===== src/rtl/core/palette_entry_colour_converter_defines.svh =====
// ----------------------------------------------------------------------------
// Palette entry colour converter - assertion macros
// Shared check macros, sampled on clock and disabled during reset.
// ----------------------------------------------------------------------------
`ifndef PALETTE_ENTRY_COLOUR_CONVERTER_DEFINES_SVH
`define PALETTE_ENTRY_COLOUR_CONVERTER_DEFINES_SVH

// Same-cycle implication
`define PECC_ASSERT_NOW(lbl, ante, cons) \
   lbl: assert property (@(posedge clock) disable iff (reset) (ante) |-> (cons)) \
      else $error("pecc: same-cycle check failed");

// Next-cycle implication
`define PECC_ASSERT_NEXT(lbl, ante, cons) \
   lbl: assert property (@(posedge clock) disable iff (reset) (ante) |=> (cons)) \
      else $error("pecc: next-cycle check failed");

`endif


===== src/rtl/core/pecc_pkg.sv =====
// ----------------------------------------------------------------------------
// pecc_pkg
// Types, constants and arithmetic helpers of the palette colour converter.
// ----------------------------------------------------------------------------
package pecc_pkg;

   localparam int EntryWidth    = 8;
   localparam int PaletteDepth  = 1 << EntryWidth;
   localparam int ChanWidth     = 6;
   localparam int ChanMax       = 63;
   localparam int BaseWidth     = 7;
   localparam int NumBases      = 3;
   localparam int CsrIndexWidth = 2;
   localparam int YuvWidth      = 32;
   localparam int AccWidth      = 25;
   localparam int MulAWidth     = 17;
   localparam int MulBWidth     = 8;
   localparam int StepWidth     = 10;
   localparam int RampDiv       = 63;
   localparam int RampTop       = 64;
   localparam int RoundBias     = 16384;
   localparam int ChromaOffset  = 128;
   localparam int RamWidth      = 3 * ChanWidth + YuvWidth;

   // item kinds
   localparam logic KIND_WRITE = 1'b0;
   localparam logic KIND_READ  = 1'b1;

   // configuration register indexes
   localparam logic [CsrIndexWidth-1:0] CSR_RED_BASE   = 2'd0;
   localparam logic [CsrIndexWidth-1:0] CSR_GREEN_BASE = 2'd1;
   localparam logic [CsrIndexWidth-1:0] CSR_BLUE_BASE  = 2'd2;

   // channel lanes and YUV component groups
   localparam logic [1:0] LANE_RED   = 2'd0;
   localparam logic [1:0] LANE_GREEN = 2'd1;
   localparam logic [1:0] LANE_BLUE  = 2'd2;
   localparam logic [1:0] GRP_Y      = 2'd0;
   localparam logic [1:0] GRP_U      = 2'd1;
   localparam logic [1:0] GRP_V      = 2'd2;

   typedef enum logic [2:0] {
      ST_IDLE,
      ST_READ,
      ST_RAMP,
      ST_MAC,
      ST_WRITE,
      ST_DONE
   } state_type;

   typedef struct packed {
      logic                 kind;
      logic [EntryWidth-1:0] entry;
      logic [ChanWidth-1:0] red;
      logic [ChanWidth-1:0] green;
      logic [ChanWidth-1:0] blue;
   } req_item_type;

   typedef struct packed {
      logic [ChanWidth-1:0] red;
      logic [ChanWidth-1:0] green;
      logic [ChanWidth-1:0] blue;
      logic [YuvWidth-1:0]  yuy2;
   } result_type;

   typedef struct packed {
      logic                  we;
      logic [EntryWidth-1:0] waddr;
      logic [RamWidth-1:0]   wdata;
      logic [EntryWidth-1:0] raddr;
   } ram_req_type;

   typedef struct packed {
      logic                        en;
      logic                        load;
      logic signed [AccWidth-1:0]  addend;
      logic signed [MulAWidth-1:0] mul_a;
      logic [MulBWidth-1:0]        mul_b;
   } mac_op_type;

   typedef logic [NumBases-1:0][BaseWidth-1:0] bases_type;

   // step = trunc(256*n/63) with n = 64 - base, i.e. 4n + floor(4n/63)
   function automatic logic [StepWidth-1:0] ramp_step(input logic [BaseWidth-1:0] base);
      logic [7:0]           n;
      logic [StepWidth-1:0] q4;
      logic [3:0]           q;
      n  = 8'(RampTop) - {base[BaseWidth-1], base};
      q4 = {n, 2'b00};
      q  = '0;
      for (int k = 1; k <= 8; k++) begin
         if (q4 >= StepWidth'(RampDiv * k)) begin
            q = q + 4'd1;
         end
      end
      return q4 + StepWidth'(q);
   endfunction

   function automatic logic signed [AccWidth-1:0] ramp_start(
      input logic [BaseWidth-1:0] base);
      return signed'({{(AccWidth-BaseWidth-8){base[BaseWidth-1]}}, base, 8'h00});
   endfunction

   function automatic logic [ChanWidth-1:0] ramp_clamp(input logic signed [AccWidth-1:0] v);
      logic [AccWidth-10:0] hi;
      hi = v[AccWidth-2:8];
      if (v[AccWidth-1]) begin
         return '0;
      end else if (hi > (AccWidth-9)'(ChanMax)) begin
         return ChanWidth'(ChanMax);
      end else begin
         return hi[ChanWidth-1:0];
      end
   endfunction

   // floor(acc / 32768) plus offset, clamped to a byte (bias already in acc)
   function automatic logic [7:0] clamp_byte(input logic signed [AccWidth-1:0] acc,
                                             input logic chroma);
      logic signed [AccWidth-16:0] s;
      logic signed [AccWidth-15:0] t;
      s = acc[AccWidth-1:15];
      t = {s[AccWidth-16], s} + (chroma ? (AccWidth-14)'(ChromaOffset) : '0);
      if (t < 0) begin
         return 8'h00;
      end else if (t > (AccWidth-14)'(255)) begin
         return 8'hff;
      end else begin
         return t[7:0];
      end
   endfunction

   // BT.601 coefficients, scaled by 32768
   function automatic logic signed [MulAWidth-1:0] yuv_coef(input logic [1:0] grp,
                                                            input logic [1:0] lane);
      logic signed [MulAWidth-1:0] c;
      case ({grp, lane})
         {GRP_Y, LANE_RED}:   c = 17'sd9798;
         {GRP_Y, LANE_GREEN}: c = 17'sd19235;
         {GRP_Y, LANE_BLUE}:  c = 17'sd3736;
         {GRP_U, LANE_RED}:   c = -17'sd4784;
         {GRP_U, LANE_GREEN}: c = -17'sd9437;
         {GRP_U, LANE_BLUE}:  c = 17'sd14221;
         {GRP_V, LANE_RED}:   c = 17'sd20218;
         {GRP_V, LANE_GREEN}: c = -17'sd16941;
         {GRP_V, LANE_BLUE}:  c = -17'sd3277;
         default:             c = '0;
      endcase
      return c;
   endfunction

endpackage


===== src/rtl/core/pecc_mac.sv =====
// ----------------------------------------------------------------------------
// pecc_mac
// Shared multiply-accumulate unit: sum = (load ? addend : acc) + a * b.
// ----------------------------------------------------------------------------
module pecc_mac (
   input  logic                                    clock,
   input  pecc_pkg::mac_op_type                    op,
   output logic signed [pecc_pkg::AccWidth-1:0]    sum
);

   logic signed [pecc_pkg::AccWidth-1:0]                      acc_ff;
   logic signed [pecc_pkg::AccWidth-1:0]                      acc_in;
   logic signed [pecc_pkg::MulAWidth+pecc_pkg::MulBWidth:0]   prod;
   logic signed [pecc_pkg::AccWidth-1:0]                      base;

   always_comb begin
      prod   = op.mul_a * $signed({1'b0, op.mul_b});
      base   = op.load ? op.addend : acc_ff;
      acc_in = base + $signed(prod[pecc_pkg::AccWidth-1:0]);
   end

   always_ff @(posedge clock) begin
      if (op.en) begin
         acc_ff <= acc_in;
      end
   end

   assign sum = acc_in;

endmodule


===== config.mk =====
export PLATFORM = sky130hd
export DESIGN_NAME = pecc_mac
export DESIGN_NICKNAME = d
export VERILOG_FILES = /design/src/rtl/core/palette_entry_colour_converter_defines.svh /design/src/rtl/core/pecc_pkg.sv /design/src/rtl/core/pecc_mac.sv
export SDC_FILE = /design/constraint.sdc
export NUM_CORES = 1
export LEC_CHECK = 0
export ABC_AREA = 1
export BUFFER_PORTS_ARGS = -buffer_cell sky130_fd_sc_hd__clkbuf_2
export CAP_MARGIN = 25
export CORE_MARGIN = 8
export CORE_UTILIZATION = 56
export CTS_CLUSTER_SIZE = 25
export DETAILED_ROUTE_END_ITERATION = 12
export PLACE_DENSITY_LB_ADDON = 0.1
export SYNTH_ARGS = -nofsm -noshare
export SYNTH_HDL_FRONTEND = slang
export SYNTH_SLANG_ARGS = --single-unit

===== constraint.sdc =====
create_clock -name clock -period 5.4 [get_ports clock]
set_clock_uncertainty 0.1 [all_clocks]
set_input_delay 0.54 -clock clock [delete_from_list [all_inputs] [get_ports clock]]
set_output_delay 0.54 -clock clock [all_outputs]
set_load 0.005 [all_outputs]

== Word level (Yosys, flattened, before mapping) ==
Index checks and enable logic that the tools add are counted.

* Register bits after elaboration: 25
* Output and inout bits: 25
* Logic and storage cells: 4

* Multiply operators: 1
* Add/subtract/negate cells: 1
* Muxes and demuxes: 1

{| class="wikitable"
|+ Operators by type and width
! operator !! count
|-
| $add A25 B25 Y25 || 1
|-
| $mul A17 B9 Y25 || 1
|-
| $mux W25 || 1
|}

== Logic depth before layout (Yosys ltp) ==
Gate-level depths: netlist (run 1).

* Word-level depth: 2
* Gate-level depth with buffers: 25
* Depth with buffers taken out: 23

== Least setup slack after synthesis (run 1) ==
No wires, ideal clock.

* Path type: input to output
* Start: in op[0] (netlist name)
* End: out sum[13] (netlist name)
* Data arrival time: 4810 ps
* Required time: 4760 ps
* Path slack: -50 ps
* Cell stages on the path: 18
* Path through: clkbuf_1 > clkbuf_1 > nand2_1 > fa_1 > inv_1 > fa_1 > inv_1 > fa_1 > inv_1 > fa_1 > fa_1 > ha_1 > nand2_2 > inv_1 > a21oi_1 > nand2_2 > a21oi_1 > xnor2_1

* Longest elaborated chain between the ends: 2

{| class="wikitable"
|+ RTL lines
! item !! RTL line !! source
|-
| start, declared || pecc_mac.sv:7 || <nowiki>input pecc_pkg::mac_op_type op,</nowiki>
|-
| $mul A17 B9 Y25 || pecc_mac.sv:17 || <nowiki>prod = op.mul_a * $signed({1'b0, op.mul_b});</nowiki>
|-
| $add A25 B25 Y25 || pecc_mac.sv:19 || <nowiki>acc_in = base + $signed(prod[pecc_pkg::AccWidth-1:0]);</nowiki>
|-
| end, declared || pecc_mac.sv:8 || <nowiki>output logic signed [pecc_pkg::AccWidth-1:0] sum</nowiki>
|}

No other way between the ends.

== Worst setup path after layout (run 1) ==
* Start: in op[5] (netlist name)
* End: out sum[14] (netlist name)

The elaborated chain is that of the path after synthesis.

==> impl.org, run 1 <==
** Status
- Result of the run :: finished, violations left
- Violations in the final reports :: negative setup slack

** Synthesis
- Area fraction of the dominant cell type after synthesis :: 0.355
- Number of synthesized flops with an enable pin :: 25
- Library cell occupying the most area in the post-synthesis netlist :: sky130_fd_sc_hd__fa_1
- For this run, the number of Yosys warnings is 0.
- The most used flip-flop cell after synthesis is sky130_fd_sc_hd__edfxtp_1.
- Cell count after synthesis :: 927
- Unique cell type count in the Yosys netlist :: 26
- Most area-consuming cells after synthesis :: sky130_fd_sc_hd__fa_1 (36%), sky130_fd_sc_hd__nand2_1 (15%), sky130_fd_sc_hd__inv_1 (14%)
- The most common cell in the synthesized netlist is sky130_fd_sc_hd__nand2_1.
- When the netlist entered floorplanning its net count stood at 1,162.
- Top cells by instance count after synthesis :: sky130_fd_sc_hd__nand2_1 (275), sky130_fd_sc_hd__inv_1 (267), sky130_fd_sc_hd__fa_1 (126)
- After synthesis, the mean cell area works out to 7.66 µm².
- The synthesized netlist occupies a cell area of 7100 µm².
- Sequential cell area fraction in the yosys report :: 0.106
- In the synthesized netlist the async set-or-reset flop fraction comes to 0.
- In this run, synthesis produced a sequential element count of 25.

** Clocking
- In this run the number of H-tree levels came out at 1.
- CTS saw 25 sinks.
- Inserted Clock Buffers :: 3
- Later-pin clock latency in the skew report :: 260 ps
- Post-CTS clock slew at the launch and capture registers of the worst setup and hold paths :: 60 ps
- CTS Buffer Depth :: 2
- CTS Hold Buffers Added :: 0
- Root Buffer Master :: sky130_fd_sc_hd__clkbuf_16
- CTS tree :: built

** Finish
- Fillcell total :: roughly 960
- The finished cells cover 9290 µm².
- The multi-input combinational cells in the finished layout cover a total of about 5900 µm².
- 0 antenna diodes ended up in the layout.
- Flip-flop count of the largest register after layout :: 25
- Layout area overhead :: 30.9%
- In the final layout, the registers with the most flip-flops are acc_ff (25).
- FF/Latch Area :: 751 µm²
- Layout net count :: ~1.3k
- Ranked by flip-flop count, first place goes to acc_ff.
- Of the cells placed in the final design, the portion with a size suffix greater than 1 is 0.315.

** Worst setup path
- Along the worst path, the maximum fanout reaches 5.
- Data on the critical path arrives at its endpoint at approximately 4800 ps.
- In this run the critical register-to-register path is launched from acc_ff[1].
- Endpoint class of the critical path :: output pin
- Critical Setup Path Class :: input port to output pin
- The worst setup path is launched from an input port.
- Worst R2R Path Depth :: 12
- The worst register-to-register path ends at acc_ff[15].
- CP required :: 4760 ps
- In this run the register-to-register setup slack is 2470 ps.

** Place
- Number of port buffers :: 77
- At the end of routability-driven placement, the weighted congestion stood at 0.924.
- Prior to clock tree synthesis, the placed netlist has a worst setup slack of -327 ps.
- Cell Area, Placed :: 8160 µm²
- Detailed placer's ending HPWL :: 14,700 µm

** Routing
- Total via count in the routed design :: 6,077
- Final WL :: 18,500 µm
- The detail route stage leaves a number of antenna-violating nets equal to 0.
- DRT Pass-1 Iters :: 6
- After detailed routing, the met2 layer carries ~9100 µm of wire.
- Dividing the detail-routed wire length by the instance count gives 15.0 µm.
- The routed design uses 886 µm of met3 wire.
- In the final routing, the length of wire on met1 measures 8140 µm.
- For this run, design rule violations remaining after detail routing come to 0.
- In the routed layout, each cell is associated on average with a via count of 4.94.
- The detailed router used layers up to and including met4.
- The detailed router finished its first iteration with 444 violations.

** Floorplan
- Die X-Extent :: between 100 and 150 µm
- The initial utilization of the core area, before any placement, comes to 0.567.
- Measured along the y axis, the die boundary spans 129 µm.
- The die covers 16,500 µm².
- In this run the count of I/O pins placed on the die edge is 78.
- Floorplan row count :: 41
- Area of the placeable core :: 12,500 µm²

** Timing
- Derived from the worst setup path, the maximum achievable clock frequency is between 150 and 200 MHz.
- In the finished design, the share of the clock period the worst path needs comes to 1.01.
- PnR worst setup slack :: -35.8 ps
- The smallest clock period supported by the final layout is computed as 5440 ps.
- Final setup vio count :: 3
- Hold is met by 582 ps.
- Endpoints failing hold :: 0
- Adding up every negative setup slack in the final design gives -60.5 ps.
- Headroom to the max-slew limit came out at 0.543.
- Slew at the pin closest to its max-slew limit :: just under 700 ps
- Setup repair after global routing could not meet its margin everywhere.
- The count of pins over their slew limit was 0.

** Global routing
- Global-route usage over all layers :: 0.228
- The via count of the first global-routing pass came to 6,357.
- Global routing finished with a remaining overflow of 0.
- First-pass GRT wire length :: 30,500 µm
- The number of antenna violations at the first check in global routing was 0.
- Entering global routing, the biggest net connects 26 pins.

** Min path
- Worst hold path startpoint :: acc_ff[0]
- Along the worst hold path, the cell count comes to 2.
- Worst Hold Class :: flop to flop
- The worst hold path terminates at acc_ff[0].

** Job
- Max-cap violations in this run came to 0.
-- what timing repair did --
action                     4_1_cts  5_1_grt
cloned                           0        1
resized for setup              104      132
pin swaps                       42       92
setup endpoints to repair       17       19
buffers inserted                 2       12
-- per-layer routing --
layer	track usage	vias to the layer above
li1	-	2934
met1	0.313	2932
met2	0.390	185
met3	0.0273	26
met4	0.0283	0
met5	0	-
-- cell type report --
| cell class | count | area share |
|---|---|---|
| multi-input cells | 599 | 0.638 |
| repair buffers | 163 | 0.141 |
| inverters | 267 | 0.108 |
| flip-flops and latches | 25 | 0.0808 |
| well taps | 172 | 0.0232 |
| clock buffers | 4 | 0.00849 |
-- cell usage in the layout, fill, tap and decap left out, types with 11 or more instances in the layout --
master / Yosys / final
sky130_fd_sc_hd__inv_1: 267 / 244
sky130_fd_sc_hd__nand2_1: 275 / 226
sky130_fd_sc_hd__fa_1: 126 / 113
sky130_fd_sc_hd__buf_4: 0 / 76
sky130_fd_sc_hd__clkbuf_2: 0 / 49
sky130_fd_sc_hd__nand2_2: 8 / 40
sky130_fd_sc_hd__ha_1: 56 / 36
sky130_fd_sc_hd__edfxtp_1: 25 / 25
sky130_fd_sc_hd__inv_2: 0 / 21
sky130_fd_sc_hd__ha_4: 0 / 20
sky130_fd_sc_hd__nand3_1: 22 / 19
sky130_fd_sc_hd__nand2_4: 0 / 17
sky130_fd_sc_hd__mux2i_1: 14 / 14
sky130_fd_sc_hd__fa_2: 0 / 13
sky130_fd_sc_hd__nor2_4: 3 / 11
sky130_fd_sc_hd__a21oi_1: 21 / 11
-- stage by stage --
| step | utilization | cells |
|---|---|---|
| 2_1_floorplan | - | 927 |
| 3_3_place_gp | 0.652 | 1212 |
| 3_5_place_dp | 0.652 | 1212 |
| 4_1_cts | 0.704 | 1217 |
| 5_1_grt | 0.742 | 1230 |
| 6_report | 0.742 | 1230 |
-- cells by family after synthesis --
kind of cell    after synthesis  share of synthesized area
mux                          24                     0.0356
fa+ha+maj                   182                      0.454
flops                        25                      0.106
compound gates               30                     0.0226
xor+xnor                     16                     0.0197
buf+inv                     303                      0.161
simple gates                347                      0.201
-- critical path, cell delays in order --
cell and delay, ps:
sky130_fd_sc_hd__clkbuf_16 140, sky130_fd_sc_hd__nand2_4 50, sky130_fd_sc_hd__inv_2 30, sky130_fd_sc_hd__fa_1 500, sky130_fd_sc_hd__fa_1 590, sky130_fd_sc_hd__fa_1 470, sky130_fd_sc_hd__fa_1 540, sky130_fd_sc_hd__inv_2 40
sky130_fd_sc_hd__fa_1 510, sky130_fd_sc_hd__inv_2 50, sky130_fd_sc_hd__ha_4 300, sky130_fd_sc_hd__nand2_4 90, sky130_fd_sc_hd__nor2_4 130, sky130_fd_sc_hd__inv_2 60, sky130_fd_sc_hd__nor3_2 230, sky130_fd_sc_hd__a21oi_2 130
sky130_fd_sc_hd__xnor2_2 220, sky130_fd_sc_hd__clkbuf_2 150
-- how the worst max path moves through the flow --
stage	from	to	slack, ps
floorplan	op[1]	sum[13]	-10
global placement	op[3]	sum[24]	-300
detailed placement	op[3]	sum[24]	-330
global route	op[5]	sum[18]	-250
finish	op[5]	sum[14]	-40
CTS	op[3]	sum[24]	-5
Power of run 1 is left out: the tool's default activity adds up to more than one toggle a clock period on the data nets, which glitch-free logic cannot reach.
==> inputs of run 2 (changes only) <==
--- a/constraint.sdc
+++ b/constraint.sdc
@@ -4,2 +4,2 @@
 set_output_delay 0.54 -clock clock [all_outputs]
-set_load 0.005 [all_outputs]
+set_load 0.1 [all_outputs]
==> run 2 against run 1 <==
  * The flow still finishes with violations (negative setup slack)
  * First-iteration DRC count grew 9.2%
  * Sequential share of layout area fell by 0.84 points
  * Maximum frequency shrank 3.5%
  * Via count up 5.3%
  * Die area unchanged
  * Cell count rose by 1.7%
  * Register-to-register slack got worse by 220 ps
  * Wire length increased by 14%
  * Global-route usage grew 2.2 points
  * Non-clock buffer count rose by 21
  * Critical path type unchanged
  * Largest cell class unchanged
==> impl.org, run 2 (same netlist as run 1, synthesis figures left out) <==
** Status
- Result of the run: finished, violations left (unchanged).
- Violations in the final reports :: negative setup slack (unchanged)

** Routing
- Iteration-0 DRC count of the detailed router :: 485 (was 444)
- Final WL :: 21,100 µm (was 18,500 µm)
- The detail-routed net length per standard cell was 16.9 µm (was 15.0 µm).
- The remaining number of nets flagged by the antenna check after routing was 0 (unchanged).
- DRC violations left :: 0 (unchanged)
- Post-DR vias/cell :: 5.11 (was 4.94)
- The total iterations of the first detailed-routing run came to 5 (was 6).
- Total via count in the routed design :: 6,398 (was 6,077)

** Finish
- Post-layout instance count excluding filler cells :: 1,251 (was 1,230)
- The synthesis-to-finish area growth is 46.0% (was 30.9%).
- Cell area after layout :: 10,400 µm² (was 9290 µm²)
- Largest register by flop count :: acc_ff (unchanged)
- Fraction of final layout cells with drive strength greater than 1 :: 0.391 (was 0.315)
- Largest registers: acc_ff (25) (unchanged).
- End-of-flow core utilization :: 0.828 (was 0.742)
- Commonest cells after routing, fill and taps aside: sky130_fd_sc_hd__inv_1 (229), sky130_fd_sc_hd__nand2_1 (195), sky130_fd_sc_hd__fa_1 (113) (was sky130_fd_sc_hd__inv_1 (244), sky130_fd_sc_hd__nand2_1 (226), sky130_fd_sc_hd__fa_1 (113)).
- Flip-flop count of the largest register after layout :: 25 (unchanged)
- The final net count came to 1,315 (was 1,294).
- Commonest non-fill, non-tap cell in the layout :: sky130_fd_sc_hd__inv_1 (unchanged)
- The antenna diode count came to 0 (unchanged).

** Timing
- Max-slew violation count :: 0 (unchanged)
- The number of failing setup endpoints in the final timing report was 15 (was 3).
- Slew at the pin closest to its max-slew limit :: 710 ps (was 685 ps)
- The number of hold violations in the final report was 0 (unchanged).
- The shortest period the worst path allows came to 5630 ps (was 5440 ps).
- The highest clock frequency the design can meet is 178 MHz (was 184 MHz).
- Max-Slew Margin vs Limit :: 0.526 (was 0.543)
- The worst path setup slack after routing was -233 ps (was -35.8 ps).
- Crit share post-route :: 1.04 (was 1.01)
- Setup repair after global routing missed its margin: yes (unchanged).
- Worst hold margin :: 585 ps (was 582 ps)

** Min path
- The end of the worst hold path is acc_ff[0] (unchanged).
- The number of instances on the worst hold path is 2 (unchanged).
- The type of the tightest min-delay check was flop to flop (unchanged).
- Worst hold path startpoint :: acc_ff[0] (unchanged)

** Clocking
- The root cell of the clock tree is sky130_fd_sc_hd__clkbuf_16 (unchanged).
- The CTS buffer count is 3 (unchanged).
- Post-CTS clock slew at the launch and capture registers of the worst setup and hold paths :: 70 ps (was 60 ps)
- The number of sinks driven by the clock tree came to 25 (unchanged).
- The TritonCTS clock tree is built (unchanged).
- CTS Buffer Depth :: 2 (unchanged)
- The insertion delay to the later sink of the worst-skew pair was 270 ps (was 260 ps).
- CTS H-tree lvls :: 1 (unchanged)

** Worst setup path
- Worst R2R Path Depth :: 14 (was 12)
- CP required :: 4760 ps (about the same)
- The reg-to-reg startpoint is acc_ff[1] (unchanged).
- The data arrival time of the critical path came to 4990 ps (was 4800 ps).
- Capturing point of the worst reg2reg path :: acc_ff[23] (was acc_ff[15])
- Worst R2R Setup Slack :: 2250 ps (was 2470 ps)
- Critical Setup Path Class :: input port to output pin (unchanged)
- The sort of element at the end of the critical path was an output pin (unchanged).
- The largest fanout of any net on the critical path was 12 (was 5).
- The critical path launch point type was an input port (unchanged).

** Floorplan
- Die X-Extent :: 129 µm (unchanged)
- The height of the chip was 129 µm (unchanged).
- The number of core rows is 41 (unchanged).
- Total die area :: 16,500 µm² (unchanged)
- Number of top-level pins :: 78 (unchanged)
- The core outline area is 12,500 µm² (unchanged).
- Starting Density :: 0.567 (unchanged)

** Place
- Cell Area, Placed :: 9060 µm² (was 8160 µm²)
- The number of cells after detailed placement came to 1,221 (was 1,212).
- The HPWL after detailed placement came to 15,400 µm (was 14,700 µm).
- The global placement routability congestion came to 0.885 (was 0.924).
- Number of port buffers :: 77 (unchanged)

** Job
- The number of max-capacitance violations reported came to 0 (unchanged).

** Global routing
- Vias in the first global route :: 6,711 (was 6,357)
- The global-route total usage across every layer was 0.250 (was 0.228).
- The maximum number of pins on one net before global-route repair came to 26 (unchanged).
- The number of antenna violations at the first check in global routing is 0 (unchanged).
- First-pass GRT wire length :: 32,900 µm (was 30,500 µm)
- GRT overflow :: 0 (unchanged)
run 2: cell type report:
cell class	instances	area [µm²]
clock inverters	1	5.00
clock buffers	3	75.1
multi-input cells	599	6430
repair buffers	184	1880
fillers	725	2160
flip-flops and latches	25	751
well taps	172	215
inverters	267	1010
run 2: how the worst max path moves through the flow:
stage / endpoint / slack (ps) / from
2_1_floorplan: sum[14] / -150 / op[0]
3_3_place_gp: sum[24] / -320 / op[2]
3_5_place_dp: sum[24] / -370 / op[2]
4_1_cts: sum[24] / -80 / op[0]
5_1_grt: sum[21] / -320 / op[1]
6_report: sum[21] / -230 / op[1]
run 2: routing by layer:
layer	wire, µm	track usage	vias to the layer above
met3	1220	0.0269	44
met2	11000	0.448	255
met5	0	0	-
met4	408	0.0394	0
met1	8460	0.326	3129
li1	-	-	2970
run 2: what timing repair did:
item / in CTS / in global routing
resized for setup: 150 / 119
hold buffers: 0 / 0
pin swaps: 85 / 114
buffers inserted: 6 / 16
setup endpoints to repair: 19 / 19
gates cloned: 4 / 0
run 2: worst max-delay path, stage by stage:
cell                        delay [ps]
sky130_fd_sc_hd__clkbuf_16         140
sky130_fd_sc_hd__nand2_4            60
sky130_fd_sc_hd__fa_2              650
sky130_fd_sc_hd__buf_6             130
sky130_fd_sc_hd__fa_1              390
sky130_fd_sc_hd__inv_1              70
sky130_fd_sc_hd__fa_1              430
sky130_fd_sc_hd__fa_1              570
sky130_fd_sc_hd__inv_1              60
sky130_fd_sc_hd__fa_1              500
sky130_fd_sc_hd__inv_2              60
sky130_fd_sc_hd__ha_4              310
sky130_fd_sc_hd__nand2_4            90
sky130_fd_sc_hd__nor2_4            120
sky130_fd_sc_hd__inv_2              50
sky130_fd_sc_hd__nor2_4            110
sky130_fd_sc_hd__nand4_1           170
sky130_fd_sc_hd__nand3_1           170
sky130_fd_sc_hd__nand2_2            90
sky130_fd_sc_hd__nand2_4            90
sky130_fd_sc_hd__buf_12            180
run 2: through the flow:
step / TNS, ps / worst slack (ps)
CTS: -509 / -82.4
floorplan: -778 / -153
finish: -1820 / -233
detailed placement: -4490 / -372
global placement: -3730 / -317
global route: -3620 / -316
Power of run 2 is left out for the same reason.
