**src/rtl/core/palette_entry_colour_converter_defines.svh**
```systemverilog
// ----------------------------------------------------------------------------
// Palette entry colour converter - assertion macros
// Shared check macros, sampled on clock and disabled during reset.
// ----------------------------------------------------------------------------
`ifndef PALETTE_ENTRY_COLOUR_CONVERTER_DEFINES_SVH
`define PALETTE_ENTRY_COLOUR_CONVERTER_DEFINES_SVH

// Same-cycle implication
`define PECC_ASSERT_NOW(lbl, ante, cons) \
   lbl: assert property (@(posedge clock) disable iff (reset) (ante) |-> (cons)) \
      else $error("pecc: same-cycle check failed");

// Next-cycle implication
`define PECC_ASSERT_NEXT(lbl, ante, cons) \
   lbl: assert property (@(posedge clock) disable iff (reset) (ante) |=> (cons)) \
      else $error("pecc: next-cycle check failed");

`endif

```
**src/rtl/core/pecc_pkg.sv**
```systemverilog
// ----------------------------------------------------------------------------
// pecc_pkg
// Types, constants and arithmetic helpers of the palette colour converter.
// ----------------------------------------------------------------------------
package pecc_pkg;

   localparam int EntryWidth    = 8;
   localparam int PaletteDepth  = 1 << EntryWidth;
   localparam int ChanWidth     = 6;
   localparam int ChanMax       = 63;
   localparam int BaseWidth     = 7;
   localparam int NumBases      = 3;
   localparam int CsrIndexWidth = 2;
   localparam int YuvWidth      = 32;
   localparam int AccWidth      = 25;
   localparam int MulAWidth     = 17;
   localparam int MulBWidth     = 8;
   localparam int StepWidth     = 10;
   localparam int RampDiv       = 63;
   localparam int RampTop       = 64;
   localparam int RoundBias     = 16384;
   localparam int ChromaOffset  = 128;
   localparam int RamWidth      = 3 * ChanWidth + YuvWidth;

   // item kinds
   localparam logic KIND_WRITE = 1'b0;
   localparam logic KIND_READ  = 1'b1;

   // configuration register indexes
   localparam logic [CsrIndexWidth-1:0] CSR_RED_BASE   = 2'd0;
   localparam logic [CsrIndexWidth-1:0] CSR_GREEN_BASE = 2'd1;
   localparam logic [CsrIndexWidth-1:0] CSR_BLUE_BASE  = 2'd2;

   // channel lanes and YUV component groups
   localparam logic [1:0] LANE_RED   = 2'd0;
   localparam logic [1:0] LANE_GREEN = 2'd1;
   localparam logic [1:0] LANE_BLUE  = 2'd2;
   localparam logic [1:0] GRP_Y      = 2'd0;
   localparam logic [1:0] GRP_U      = 2'd1;
   localparam logic [1:0] GRP_V      = 2'd2;

   typedef enum logic [2:0] {
      ST_IDLE,
      ST_READ,
      ST_RAMP,
      ST_MAC,
      ST_WRITE,
      ST_DONE
   } state_type;

   typedef struct packed {
      logic                 kind;
      logic [EntryWidth-1:0] entry;
      logic [ChanWidth-1:0] red;
      logic [ChanWidth-1:0] green;
      logic [ChanWidth-1:0] blue;
   } req_item_type;

   typedef struct packed {
      logic [ChanWidth-1:0] red;
      logic [ChanWidth-1:0] green;
      logic [ChanWidth-1:0] blue;
      logic [YuvWidth-1:0]  yuy2;
   } result_type;

   typedef struct packed {
      logic                  we;
      logic [EntryWidth-1:0] waddr;
      logic [RamWidth-1:0]   wdata;
      logic [EntryWidth-1:0] raddr;
   } ram_req_type;

   typedef struct packed {
      logic                        en;
      logic                        load;
      logic signed [AccWidth-1:0]  addend;
      logic signed [MulAWidth-1:0] mul_a;
      logic [MulBWidth-1:0]        mul_b;
   } mac_op_type;

   typedef logic [NumBases-1:0][BaseWidth-1:0] bases_type;

   // step = trunc(256*n/63) with n = 64 - base, i.e. 4n + floor(4n/63)
   function automatic logic [StepWidth-1:0] ramp_step(input logic [BaseWidth-1:0] base);
      logic [7:0]           n;
      logic [StepWidth-1:0] q4;
      logic [3:0]           q;
      n  = 8'(RampTop) - {base[BaseWidth-1], base};
      q4 = {n, 2'b00};
      q  = '0;
      for (int k = 1; k <= 8; k++) begin
         if (q4 >= StepWidth'(RampDiv * k)) begin
            q = q + 4'd1;
         end
      end
      return q4 + StepWidth'(q);
   endfunction

   function automatic logic signed [AccWidth-1:0] ramp_start(
      input logic [BaseWidth-1:0] base);
      return signed'({{(AccWidth-BaseWidth-8){base[BaseWidth-1]}}, base, 8'h00});
   endfunction

   function automatic logic [ChanWidth-1:0] ramp_clamp(input logic signed [AccWidth-1:0] v);
      logic [AccWidth-10:0] hi;
      hi = v[AccWidth-2:8];
      if (v[AccWidth-1]) begin
         return '0;
      end else if (hi > (AccWidth-9)'(ChanMax)) begin
         return ChanWidth'(ChanMax);
      end else begin
         return hi[ChanWidth-1:0];
      end
   endfunction

   // floor(acc / 32768) plus offset, clamped to a byte (bias already in acc)
   function automatic logic [7:0] clamp_byte(input logic signed [AccWidth-1:0] acc,
                                             input logic chroma);
      logic signed [AccWidth-16:0] s;
      logic signed [AccWidth-15:0] t;
      s = acc[AccWidth-1:15];
      t = {s[AccWidth-16], s} + (chroma ? (AccWidth-14)'(ChromaOffset) : '0);
      if (t < 0) begin
         return 8'h00;
      end else if (t > (AccWidth-14)'(255)) begin
         return 8'hff;
      end else begin
         return t[7:0];
      end
   endfunction

   // BT.601 coefficients, scaled by 32768
   function automatic logic signed [MulAWidth-1:0] yuv_coef(input logic [1:0] grp,
                                                            input logic [1:0] lane);
      logic signed [MulAWidth-1:0] c;
      case ({grp, lane})
         {GRP_Y, LANE_RED}:   c = 17'sd9798;
         {GRP_Y, LANE_GREEN}: c = 17'sd19235;
         {GRP_Y, LANE_BLUE}:  c = 17'sd3736;
         {GRP_U, LANE_RED}:   c = -17'sd4784;
         {GRP_U, LANE_GREEN}: c = -17'sd9437;
         {GRP_U, LANE_BLUE}:  c = 17'sd14221;
         {GRP_V, LANE_RED}:   c = 17'sd20218;
         {GRP_V, LANE_GREEN}: c = -17'sd16941;
         {GRP_V, LANE_BLUE}:  c = -17'sd3277;
         default:             c = '0;
      endcase
      return c;
   endfunction

endpackage

```
**src/rtl/core/pecc_ctrl.sv**
```systemverilog
// ----------------------------------------------------------------------------
// pecc_ctrl
// Sequencer: ramp mapping and YUV sums through the shared MAC, palette access.
// ----------------------------------------------------------------------------
`include "palette_entry_colour_converter_defines.svh"

module pecc_ctrl (
   input  logic                                 clock,
   input  logic                                 reset,
   input  logic                                 req_valid,
   output logic                                 req_ready,
   input  pecc_pkg::req_item_type               req_item,
   input  pecc_pkg::bases_type                  bases,
   output logic                                 res_valid,
   output pecc_pkg::result_type                 result,
   input  logic                                 res_taken,
   output pecc_pkg::ram_req_type                ram_req,
   input  logic [pecc_pkg::RamWidth-1:0]        ram_rdata,
   output pecc_pkg::mac_op_type                 mac_op,
   input  logic signed [pecc_pkg::AccWidth-1:0] mac_sum
);

   pecc_pkg::state_type                     state_ff, state_in;
   logic                                    kind_ff;
   logic [pecc_pkg::EntryWidth-1:0]         entry_ff;
   logic [2:0][pecc_pkg::ChanWidth-1:0]     raw_ff;
   logic [2:0][pecc_pkg::ChanWidth-1:0]     chan_ff;
   logic [pecc_pkg::YuvWidth-1:0]           yuv_ff;
   logic [1:0]                              lane_ff;
   logic [1:0]                              grp_ff;
   logic [pecc_pkg::PaletteDepth-1:0]       valid_ff;
   logic                                    accept;
   logic                                    lane_last;
   logic [pecc_pkg::BaseWidth-1:0]          base_sel;
   logic [7:0]                              yuv_byte;
   pecc_pkg::result_type                    ram_word;

   assign accept    = req_valid && req_ready;
   assign lane_last = (lane_ff == pecc_pkg::LANE_BLUE);
   assign base_sel  = bases[lane_ff];
   assign yuv_byte  = pecc_pkg::clamp_byte(mac_sum, grp_ff != pecc_pkg::GRP_Y);
   assign ram_word  = pecc_pkg::result_type'(ram_rdata);

   // next state
   always_comb begin
      state_in = state_ff;
      case (state_ff)
         pecc_pkg::ST_IDLE: begin
            if (accept) begin
               state_in = (req_item.kind == pecc_pkg::KIND_WRITE) ? pecc_pkg::ST_RAMP
                                                                  : pecc_pkg::ST_READ;
            end
         end
         pecc_pkg::ST_READ:  state_in = pecc_pkg::ST_DONE;
         pecc_pkg::ST_RAMP: begin
            if (lane_last) state_in = pecc_pkg::ST_MAC;
         end
         pecc_pkg::ST_MAC: begin
            if (lane_last && grp_ff == pecc_pkg::GRP_V) state_in = pecc_pkg::ST_WRITE;
         end
         pecc_pkg::ST_WRITE: state_in = pecc_pkg::ST_DONE;
         pecc_pkg::ST_DONE: begin
            if (res_taken) state_in = pecc_pkg::ST_IDLE;
         end
         default:            state_in = pecc_pkg::ST_IDLE;
      endcase
   end

   // outputs
   always_comb begin
      req_ready     = 1'b0;
      res_valid     = 1'b0;
      ram_req.we    = 1'b0;
      ram_req.waddr = entry_ff;
      ram_req.wdata = {chan_ff[0], chan_ff[1], chan_ff[2], yuv_ff};
      ram_req.raddr = entry_ff;
      mac_op.en     = 1'b0;
      mac_op.load   = 1'b1;
      mac_op.addend = pecc_pkg::ramp_start(base_sel);
      mac_op.mul_a  = signed'(pecc_pkg::MulAWidth'(pecc_pkg::ramp_step(base_sel)));
      mac_op.mul_b  = pecc_pkg::MulBWidth'(raw_ff[lane_ff]);
      case (state_ff)
         pecc_pkg::ST_IDLE: begin
            req_ready     = 1'b1;
            ram_req.raddr = req_item.entry;
         end
         pecc_pkg::ST_RAMP: begin
            mac_op.en = 1'b1;
         end
         pecc_pkg::ST_MAC: begin
            mac_op.en     = 1'b1;
            mac_op.load   = (lane_ff == pecc_pkg::LANE_RED);
            mac_op.addend = pecc_pkg::AccWidth'(pecc_pkg::RoundBias);
            mac_op.mul_a  = pecc_pkg::yuv_coef(grp_ff, lane_ff);
            mac_op.mul_b  = {chan_ff[lane_ff], 2'b00};
         end
         pecc_pkg::ST_WRITE: begin
            ram_req.we = 1'b1;
         end
         pecc_pkg::ST_DONE: begin
            res_valid = 1'b1;
         end
         default: begin
         end
      endcase
   end

   always_ff @(posedge clock) begin
      if (reset) begin
         state_ff <= pecc_pkg::ST_IDLE;
         valid_ff <= '0;
         lane_ff  <= pecc_pkg::LANE_RED;
         grp_ff   <= pecc_pkg::GRP_Y;
      end else begin
         state_ff <= state_in;
         if (accept) begin
            lane_ff <= pecc_pkg::LANE_RED;
            grp_ff  <= pecc_pkg::GRP_Y;
         end else if (state_ff == pecc_pkg::ST_RAMP || state_ff == pecc_pkg::ST_MAC) begin
            lane_ff <= lane_last ? pecc_pkg::LANE_RED : lane_ff + 2'd1;
            if (state_ff == pecc_pkg::ST_MAC && lane_last) begin
               grp_ff <= grp_ff + 2'd1;
            end
         end
         if (state_ff == pecc_pkg::ST_WRITE) begin
            valid_ff[entry_ff] <= 1'b1;
         end
      end
   end

   // item payload and working registers
   always_ff @(posedge clock) begin
      if (accept) begin
         kind_ff   <= req_item.kind;
         entry_ff  <= req_item.entry;
         raw_ff[0] <= req_item.red;
         raw_ff[1] <= req_item.green;
         raw_ff[2] <= req_item.blue;
      end
      case (state_ff)
         pecc_pkg::ST_RAMP: begin
            chan_ff[lane_ff] <= pecc_pkg::ramp_clamp(mac_sum);
         end
         pecc_pkg::ST_MAC: begin
            if (lane_last) begin
               case (grp_ff)
                  pecc_pkg::GRP_Y: begin
                     yuv_ff[23:16] <= yuv_byte;
                     yuv_ff[7:0]   <= yuv_byte;
                  end
                  pecc_pkg::GRP_U: yuv_ff[15:8]  <= yuv_byte;
                  default:         yuv_ff[31:24] <= yuv_byte;
               endcase
            end
         end
         pecc_pkg::ST_READ: begin
            // never-written entries read as the cleared palette
            if (valid_ff[entry_ff]) begin
               chan_ff[0] <= ram_word.red;
               chan_ff[1] <= ram_word.green;
               chan_ff[2] <= ram_word.blue;
               yuv_ff     <= ram_word.yuy2;
            end else begin
               chan_ff <= '0;
               yuv_ff  <= '0;
            end
         end
         default: begin
         end
      endcase
   end

   assign result.red   = chan_ff[0];
   assign result.green = chan_ff[1];
   assign result.blue  = chan_ff[2];
   assign result.yuy2  = yuv_ff;

   `PECC_ASSERT_NOW(a_ram_write_for_write_kind, ram_req.we, kind_ff == pecc_pkg::KIND_WRITE)
   `PECC_ASSERT_NEXT(a_write_starts_ramp, accept && req_item.kind == pecc_pkg::KIND_WRITE, state_ff == pecc_pkg::ST_RAMP)
   `PECC_ASSERT_NOW(a_lane_in_range, state_ff == pecc_pkg::ST_RAMP || state_ff == pecc_pkg::ST_MAC, lane_ff != 2'd3 && grp_ff != 2'd3)
   `PECC_ASSERT_NEXT(a_entry_marked_valid, ram_req.we, valid_ff[entry_ff])

endmodule
```
**config.mk**
```make
export PLATFORM = sky130hd
export DESIGN_NAME = pecc_ctrl
export DESIGN_NICKNAME = d
export VERILOG_FILES = /design/src/rtl/core/pecc_pkg.sv /design/src/rtl/core/pecc_ctrl.sv
export VERILOG_INCLUDE_DIRS = /design/src /design/src/rtl/core
export SDC_FILE = /design/constraint.sdc
export NUM_CORES = 1
export LEC_CHECK = 0
export BUFFER_PORTS_ARGS = -buffer_cell sky130_fd_sc_hd__buf_2
export CORE_MARGIN = 2
export CORE_UTILIZATION = 40
export DETAILED_ROUTE_END_ITERATION = 16
export HOLD_SLACK_MARGIN = 0.08
export PLACE_DENSITY = 0.58
export SYNTH_ARGS = -nofsm -noshare
export SYNTH_HDL_FRONTEND = slang
export SYNTH_SLANG_ARGS = --single-unit
```
**constraint.sdc**
```tcl
create_clock -name clock -period 12.63 [get_ports clock]
set_clock_uncertainty 0.15 [all_clocks]
set_input_delay 0.6315 -clock clock [delete_from_list [all_inputs] [get_ports clock]]
set_output_delay 0.6315 -clock clock [all_outputs]
set_load 0.03 [all_outputs]
```
-- Yosys cells after proc, flatten, opt, wreduce, memory -nomap -nowiden
Memories as Yosys holds them, arrays and structs flattened.
Index checks and enable logic that the tools add are counted.
- register bits: 339
- memory bits (read-only): 272
- input port bits: 127
- output and inout bits: 171
- word-level logic and storage cells: 128
- memories: 1
- memories (name ; depth ; bits a word ; read ports ; clocked after memory_dff ; write ports ; line ; RTL):
    (no name shown) ; 16 ; 17 ; 1 ; 0 ; 0 ; pecc_pkg.sv:136 ; case ({grp, lane})
- $add $sub $neg: 12
- magnitude comparators: 15
- eq/ne operators: 16
- multiplexer cells: 48
- bitwise operators: 1
- reductions and logical operators: 21
- operators by type and width (operator ; count):
    $or A256 B256 Y256 ; 1
    $mux W32 ; 2
    $pmux W32 S2 ; 1
    $mux W8 ; 7
    $mux W51 ; 1
    $ge A10 B9 Y1 const B ; 4
    $mux W6 ; 6
    $pmux W18 S2 ; 1
    $add A4 B1 Y4 const B ; 7
    $mux W4 ; 7
    $bmux W6 S2 ; 2
    $ge A10 B8 Y1 const B ; 2
    $bwmux W18 ; 1
    $mux W18 ; 1
    $gt A16 B6 Y1 const B ; 1
    $pmux W3 S5 ; 1
    $bmux W7 S2 ; 1
    $demux W6 S2 ; 1
    $mux W3 ; 4
    $ne A2 B2 Y1 const B ; 6
    $add A10 B9 Y11 ; 1
    $gt A11 B9 Y1 const B ; 1
    $lt A11 B1 Y1 const B ; 1
    $add A10 B4 Y10 ; 1
    28 further kinds ; 52

-- Depth between registers and ports, before layout
Gate-level depths: netlist of the first run.
- depth after elaboration: 21
- depth in mapped cells: 35
- mapped depth without buffers: 34

-- Worst setup path after synthesis of the first run
OpenSTA, ideal clock, no wires.
- kind: flip-flop to output port
- start: register lane_ff[1]
- end: output mac_op[13] in the netlist's numbering
- arrival: 6.778 ns
- required time: 11.848 ns
- path slack: 5.071 ns
- stages on the path, launching flop included: 32
- path buffers: 1
- cell sequence: dfxtp_1 > buf_6 > mux2i_1 > a2bb2oi_2 > ha_1 > o211ai_1 > nor4_4 > xnor2_2 > nor2_8 > nand3_2 > nor2_1 > inv_1 > ha_1 > or3_1 > ha_1 > mux2_4 > xnor2_1 > o21ai_1 > mux2_2 > ha_1 > nand2b_1 > o31ai_1 > a21oi_1 > nand4_2 > xnor2_1 > ha_1 > a21oi_1 > nor3_1 > a21oi_1 > o22ai_1 > xnor2_1 > o21ai_0
- RTL lines (what ; line ; RTL):
    start, declared ; pecc_ctrl.sv:29 ; logic [1:0] lane_ff;
    start signal, assigned ; pecc_ctrl.sv:112 ; lane_ff <= pecc_pkg::LANE_RED;
    start signal, assigned ; pecc_ctrl.sv:117 ; lane_ff <= pecc_pkg::LANE_RED;
    start signal, assigned ; pecc_ctrl.sv:120 ; lane_ff <= lane_last ? pecc_pkg::LANE_RED : lane_ff + 2'd1;
    end, declared ; pecc_ctrl.sv:19 ; output pecc_pkg::mac_op_type mac_op,

==> results of run 1 <==
==> power by group through the flow <==
stage | Clock, mW | Combinational (mW) | Sequential (mW)
CTS | 1.05 | 1.43 | 1.30
detailed placement | 0 | 1.43 | 1.33
global placement | 0 | 1.42 | 1.33
global route | 1.10 | 1.53 | 1.31
floorplan | 0 | 1.01 | 1.39
finish | 1.03 | 1.43 | 1.31
==> cell families (layout without fill, tap and decap cells) <==
logic type               after synthesis  after routing  share of synthesized area, %
AO/OA/AOI/OAI                        432            432                          15.2
AND/OR/NAND/NOR                      466            466                          12.3
flip-flops                           339            339                          47.1
XOR/XNOR                              29             29                          1.77
multiplexers                         114            114                          13.8
adder cells (fa/ha/maj)               22             22                          1.76
other                                  1              9                        0.0234
buffers and inverters                252            457                          7.93
==> layout by cell type (no fill, tap or decap), types with 4 or more instances in the layout <==
cell type / count
o21a_1: 4
mux2i_1: 17
nor3_2: 7
nor2_1: 351
clkinv_1: 4
nand2_1: 43
mux2_2: 10
buf_4: 39
nor2b_1: 4
inv_1: 66
a22oi_1: 7
clkbuf_1: 9
clkbuf_16: 37
dfxtp_1: 263
a31oi_1: 6
edfxtp_1: 76
mux4_2: 84
nand3_1: 8
clkinv_2: 7
nor3_1: 16
conb_1: 8
a211oi_1: 7
ha_1: 21
o22ai_1: 20
xnor2_1: 24
o21ai_1: 38
clkbuf_8: 4
a21oi_1: 291
o21ai_0: 28
buf_2: 280
nand2b_1: 10
==> Yosys cell counts, drive strengths merged (2+ instances only) <==
cell     count  area, sq um
nor2       352         1340
a21oi      291         1460
dfxtp      263         5270
buf         92          669
clkbuf      89          334
mux4        84         1890
edfxtp      76         2280
inv         68          255
o21ai       66          330
nand2       43          161
xnor2       27          259
nor3        24          131
ha          21          263
o22ai       20          125
mux2i       19          198
mux2        11          128
nand2b      10         62.6
nand3       10         60.1
a211oi       7         52.6
a22oi        7         52.6
a31oi        6         37.5
nor2b        5         38.8
nor4         5         52.6
o31ai        5         51.3
a2bb2oi      4         53.8
nand4        4         37.5
o21a         4         30.0
a21o         3         22.5
a221oi       3         50.1
and2         3         18.8
clkinv       3         12.5
nand3b       3         22.5
o211ai       3         22.5
o2bb2ai      3         51.3
a41oi        2         17.5
or3          2         12.5
xor2         2         25.0
==> worst max-delay path, delay by kind of cell, from the launching register on <==
family	cells	cell delay (ps)
buffers and inverters	2	580
adder cells (fa/ha/maj)	5	1570
AO/OA/AOI/OAI	10	1970
XOR/XNOR	5	1130
multiplexers	2	560
AND/OR/NAND/NOR	7	1210
flip-flops	1	310
==> through the flow <==
step                cells  setup WS [ps]  power (mW)  utilization [%]  hold slack, ps
global route         2393           3220        3.94             47.0             110
global placement     2326           4660        2.74             44.1             292
floorplan            1662           5070        2.40                -             281
CTS                  2392           3890        3.79             47.0             112
finish               2393           3940        3.76             47.0             135
detailed placement   2326           4500        2.75             44.1             301
==> how the worst min path moves through the flow <==
stage | from | to | slack, ps | cells past startpoint
4_1_cts | req_item[7] | raw_ff[7]$_DFFE_PP_ | 110 | 1
3_3_place_gp | valid_ff[5]$_SDFFE_PP0P_ | valid_ff[5]$_SDFFE_PP0P_ | 290 | 2
6_report | req_item[7] | raw_ff[7]$_DFFE_PP_ | 130 | 1
2_1_floorplan | valid_ff[102]$_SDFFE_PP0P_ | valid_ff[102]$_SDFFE_PP0P_ | 280 | 2
3_5_place_dp | valid_ff[207]$_SDFFE_PP0P_ | valid_ff[207]$_SDFFE_PP0P_ | 300 | 2
5_1_grt | req_item[7] | raw_ff[7]$_DFFE_PP_ | 110 | 1
==> layout make-up <==
class	count	area (sq um)	share of cell area [%]
antenna	1	2.50	0.0134
clock buffer	50	1010	5.45
clock inverter	16	148	0.793
inverter	71	268	1.44
multi-input combinational	1071	7290	39.1
sequential	339	7550	40.5
tap	525	657	3.53
timing repair buffer	320	1710	9.16
==> registers in the layout (all words and copies together) (netlist names) <==
register	cells
state_ff	3
ram_req	18
grp_ff	2
lane_ff	2
entry_ff	8
raw_ff	18
yuv_ff	32
valid_ff	256
==> routing by layer <==
layer	vias to the layer above	track usage, %
met1	6235	29.7
met2	529	35.0
met3	84	4.10
met5	-	0
li1	6103	-
met4	0	7.92
==> flow_metrics.py, run 1 <==
metrics = {
    "outcome": {
        "status": "complete, no violations",
    },
    "worst_setup_path": {
        "r2r-start": "entry_ff[0]$_DFFE_PP_",
        "critical_path.startpoint": "lane_ff[1]$_SDFFE_PP0P_",
        "cp-endpoint": "mac_op[13]",
        "crit_required_ps": 11850,
        "path_common_cell": "ha_1",
        "arrival_ps": 7910,
        "start_kind": "flop",
        "r2r_end": "ram_req[53]$_DFFE_PP_",
        "path_class": "reg2out",
        "rrSetupSlack_ps": 7720,
        "crit_fanout": 23,
        "rr_worst_depth": 12,
        "critPathMaxStageDelay_ps": 490,
        "crit_path_end_kind": "output port",
        "slowest_stage": "xnor2_1",
    },
    "logic_synthesis": {
        "async_flop_share_pct": 0,
        "synth_edf_count": 76,
        "synth_ff_type": "dfxtp_1",
        "ys_ff_latch": 339,
        "syn-mean-instance-area_sq_um": 9.68,
        "seq_area_frac_synth_pct": 47.1,
        "yosysWarningCount": 0,
        "synthCells": 1655,
        "yosys.cell_types.count": 75,
        "synth_area_sq_mm": 0.0160,
    },
    "place": {
        "gp_congestion": 0.918,
        "port_buffers": 281,
        "dp_hpwl_mm": 32.5,
        "placed_area_sq_mm": 0.0175,
    },
    "cells_and_area": {
        "synthToLayoutAreaGrowth_pct": 16.3,
        "fin_area_sq_mm": 0.0186,
        "fin_nets": 1988,
        "fill_cells": 3755,
        "drive_above_1_share_pct": 27.3,
    },
    "sta": {
        "maxSlewHeadroom_pct": 15.1,
        "period_minus_slack_ps": 8690,
        "timing.setup.tns_ps": 0,
        "max_freq_ghz": 0.115,
        "finalSetupViolations": 0,
        "slew_violations": 0,
        "worst_slew_pin_slew_ps": 1270,
        "rsz0062_at_grt": "no",
        "post-route-period-util_pct": 68.8,
        "finalHoldViolations": 0,
    },
    "floorplan": {
        "initial_utilization_pct": 40.4,
        "fp.dieArea_sq_mm": 0.0417,
        "die_w_um": 204,
        "io_pins": 298,
        "die_y_um": 204,
        "core_area_sq_mm": 0.0396,
        "rows": 73,
    },
    "pwr": {
        "swShare_pct": 40.3,
        "p_leak_nw": 7.40,
        "pwr-share-comb_pct": 38.0,
        "peakVddDrop_mv": 0.102,
        "p_int_mw": 2.25,
        "pwr-share-clk_pct": 27.3,
        "p_switching_mw": 1.52,
        "seqPwrFrac_pct": 34.7,
        "power_density_mw_per_mm2": 202,
    },
    "drt": {
        "antenna_left": 0,
        "dr.pass1.iters": 5,
        "dr_wl_met3_mm": 3.64,
        "wl_met1_mm": 20.3,
        "wl_met2_mm": 21.9,
        "vias": 13000,
        "dr.max_layer_used": "met4",
        "wl_per_cell_um": 19.8,
        "wirelength_mm": 47.4,
        "viasPerCell": 5.41,
        "remaining_drc_errors": 0,
        "drt_iter0_drc": 973,
    },
    "clock_network": {
        "htree_levels": 2,
        "cts_tree": "built",
        "cts_buffers": 36,
        "ctsRootBufferMaster": "clkbuf_16",
        "postCtsSetupRepairBufs": 0,
        "ctsLongestPathBuffers": 3,
        "cts.reportedPaths.clkPinSlew_ps": 60,
        "cts.sinks": 339,
        "clock_latency_ps": 550,
        "cts-resized-gates": 0,
        "cts_hold_buffers": 0,
    },
    "global_route": {
        "grt_pass1_vias": 12300,
        "grt_antenna_before_repair": 1,
        "grt_max_degree": 96,
        "gr-total-overflow": 0,
        "grt_first_pass_wirelength_mm": 71.4,
        "grt_usage_pct": 21.9,
    },
    "job": {
        "drv_cap": 0,
    },
    "worst_hold_path": {
        "hold_path_class": "in2reg",
    },
}
No activity file was read; power rests on OpenSTA's default activity.
==> run 2: changes to the inputs <==
Settings changed: ABC_AREA set to 1, PLACE_DENSITY 0.58 to 0.57.
Clock period 12.63 ns to 8.34 ns, I/O delays scaled along.
==> run 2 against run 1 <==
Against the previous run: global-route usage grew 3.4 points; sequential share of layout area shrank 1.9 points; critical endpoint is now mac_op[16]; routed wire length grew 19%; critical path type unchanged; area after synthesis grew 3.4%.
==> flow_metrics.py, run 2 <==
metrics = {
    "drt": {
        "wirelength_mm": 56.2,
        "wl_per_cell_um": 18.5,
        "viasPerCell": 5.12,
        "drt_iter0_drc": 1225,
        "vias": 15500,
        "dr.pass1.iters": 5,
        "antenna_left": 0,
        "remaining_drc_errors": 0,
    },
    "logic_synthesis": {
        "yosys.area.top_type": "dfxtp_1",
        "synth_area_sq_mm": 0.0166,
        "seq_area_frac_synth_pct": 45.5,
        "netlist.area_leader.share_pct": 31.8,
        "yosysWarningCount": 0,
        "yosysMostFrequentCell": "nand2_1",
        "synth_edf_count": 76,
        "synthTopCellsByArea": "dfxtp_1, edfxtp_1, nand2_1",
        "synth_ff_type": "dfxtp_1",
        "async_flop_share_pct": 0,
        "ys_ff_latch": 339,
        "yosys.cell_types.count": 49,
        "synthCells": 2284,
        "syn-mean-instance-area_sq_um": 7.26,
        "netlist_top_cells_count": "nand2_1, inv_1, a21oi_1, dfxtp_1, nor2_1",
    },
    "pwr": {
        "p_leak_nw": 7.96,
        "peakVddDrop_mv": 0.162,
        "report.power.total_mw": 6.35,
        "power_density_mw_per_mm2": 325,
    },
    "global_route": {
        "grt_usage_pct": 25.3,
        "grt_busiest_layer": "met2",
        "grt_first_pass_wirelength_mm": 85.5,
        "gr-total-overflow": 0,
        "grt_pass1_vias": 14600,
        "use_met3_pct": 3.33,
        "grt_antenna_before_repair": 1,
        "grt_max_degree": 96,
        "use_met2_pct": 43.2,
        "use_met1_pct": 32.6,
    },
    "place": {
        "placed_area_sq_mm": 0.0181,
        "port_buffers": 281,
        "gp_congestion": 0.974,
        "dp_hpwl_mm": 38.1,
    },
    "worst_setup_path": {
        "slowest_stage": "fa_1",
        "critPathMaxStageDelay_ps": 400,
        "crit_fanout": 15,
        "path_class": "reg2out",
        "start_kind": "flop",
        "crit_family": "simple AND/OR/NAND/NOR gates",
        "path_common_cell": "nand2_1",
        "crit_path_end_kind": "output port",
        "r2r_end": "yuv_ff[15]$_DFFE_PP_",
        "rr_worst_depth": 13,
        "arrival_ps": 6960,
        "critical_path.startpoint": "lane_ff[0]$_SDFFE_PP0P_",
        "crit_required_ps": 7770,
        "path_buf_inv": 7,
        "crit_cells": 40,
        "r2r-start": "entry_ff[1]$_DFFE_PP_",
        "rrSetupSlack_ps": 3850,
    },
    "worst_hold_path": {
        "hold_path_class": "in2reg",
        "hold_start": "ram_rdata[18]",
        "hold_depth": 5,
        "whs_endpoint": "yuv_ff[18]$_DFFE_PP_",
    },
    "sta": {
        "rsz0062_at_grt": "no",
        "finalHoldViolations": 0,
        "period_minus_slack_ps": 7530,
        "finalSetupViolations": 0,
        "post-route-period-util_pct": 90.2,
        "max_freq_ghz": 0.133,
        "slew_violations": 0,
        "worst_slew_pin_slew_ps": 1170,
        "holdWs_ps": 101,
        "timing.setup.tns_ps": 0,
        "maxSlewHeadroom_pct": 21.6,
    },
    "cells_and_area": {
        "top_regs": "valid_ff: 256 flops, yuv_ff: 32 flops",
        "drive_above_1_share_pct": 17.2,
        "layout_commonest_cell": "nand2_1",
        "fill_cells": 4060,
        "largest_reg_flops": 256,
        "fin_nets": 2629,
        "utilization_pct": 47.9,
        "largest_register": "valid_ff",
        "mostFrequentLayoutCells": "nand2_1, inv_1, buf_2",
        "synthToLayoutAreaGrowth_pct": 18.0,
        "fin_area_sq_mm": 0.0196,
    },
    "floorplan": {
        "core_area_sq_mm": 0.0408,
        "die_w_um": 208,
        "io_pins": 298,
        "initial_utilization_pct": 40.6,
        "rows": 74,
        "die_y_um": 208,
        "fp.dieArea_sq_mm": 0.0431,
    },
    "clock_network": {
        "postCtsSetupRepairBufs": 0,
        "ctsRootBufferMaster": "clkbuf_16",
        "cts_buffers": 38,
        "cts_hold_buffers": 26,
        "clock_latency_ps": 570,
        "cts-resized-gates": 0,
        "ctsLongestPathBuffers": 3,
        "cts.sinks": 339,
        "cts.reportedPaths.clkPinSlew_ps": 60,
        "cts_tree": "built",
        "htree_levels": 2,
    },
    "outcome": {
        "status": "complete, no violations",
    },
    "job": {
        "drv_cap": 0,
    },
}
## run 2: cell count changes after synthesis, sizes merged, moves of 19 or more
| cell | previous run | this run |
|---|---|---|
| o21ai | 66 | 105 |
| xnor2 | 27 | 1 |
| nand2 | 43 | 548 |
| nand3 | 10 | 43 |
| mux4 | 84 | 0 |
| nor2 | 352 | 161 |
| inv | 68 | 393 |
| mux2i | 19 | 0 |
| o22ai | 20 | 111 |
## run 2: power breakdown
group          switching, mW  internal (mW)
logic                   2.03          0.652
registers              0.128           1.87
clock network          0.690          0.989
## run 2: metrics by stage
step                      cells  worst slack (ps)
after global placement     2946              1520
final                      3038               813
after detailed placement   2946              1390
after global routing       3038               112
after CTS                  3037               802
after floorplan            2291              2230
## run 2: worst reg2reg max path: stages, from the launching register on
cell and delay, ps:
edfxtp_1 500, nor2_1 710, clkinv_2 780, buf_4 540, o22ai_1 220, o21ai_0 130
nand2_1 140, a221oi_1 70, o311ai_1 260, a21oi_1 80, nand2_1 70, buf_4 430
nand2_1 170, nand2_1 110
## run 2: worst max-delay path by stage
stage	slack [ps]	to
2_1_floorplan	2230	mac_op[14]
6_report	810	mac_op[16]
4_1_cts	800	mac_op[14]
5_1_grt	110	mac_op[16]
3_5_place_dp	1390	mac_op[14]
3_3_place_gp	1520	mac_op[14]
## run 2: metal layers
| metal | up-vias | routed length [um] |
|---|---|---|
| li1 | 7652 | - |
| met1 | 7234 | 23800 |
| met2 | 547 | 27100 |
| met3 | 111 | 3250 |
| met4 | 0 | 2050 |
| met5 | - | 0 |
## run 2: logic make-up after synthesis
logic type,share of synthesized area [%]
compound gates,18.3
buf+inv,14.9
fa+ha+maj,1.71
flops,45.5
simple gates,19.3
other cells,0.0226
xor+xnor,0.159
## run 2: area by class of cell
cell class | instances | area (sq um) | area share, %
antenna | 1 | 2.50 | 0.0128
clock buffer | 49 | 1050 | 5.39
clock inverter | 16 | 183 | 0.934
inverter | 394 | 1480 | 7.59
multi-input combinational | 1371 | 6730 | 34.4
sequential | 339 | 7550 | 38.6
tap | 532 | 666 | 3.40
timing repair buffer | 336 | 1890 | 9.67
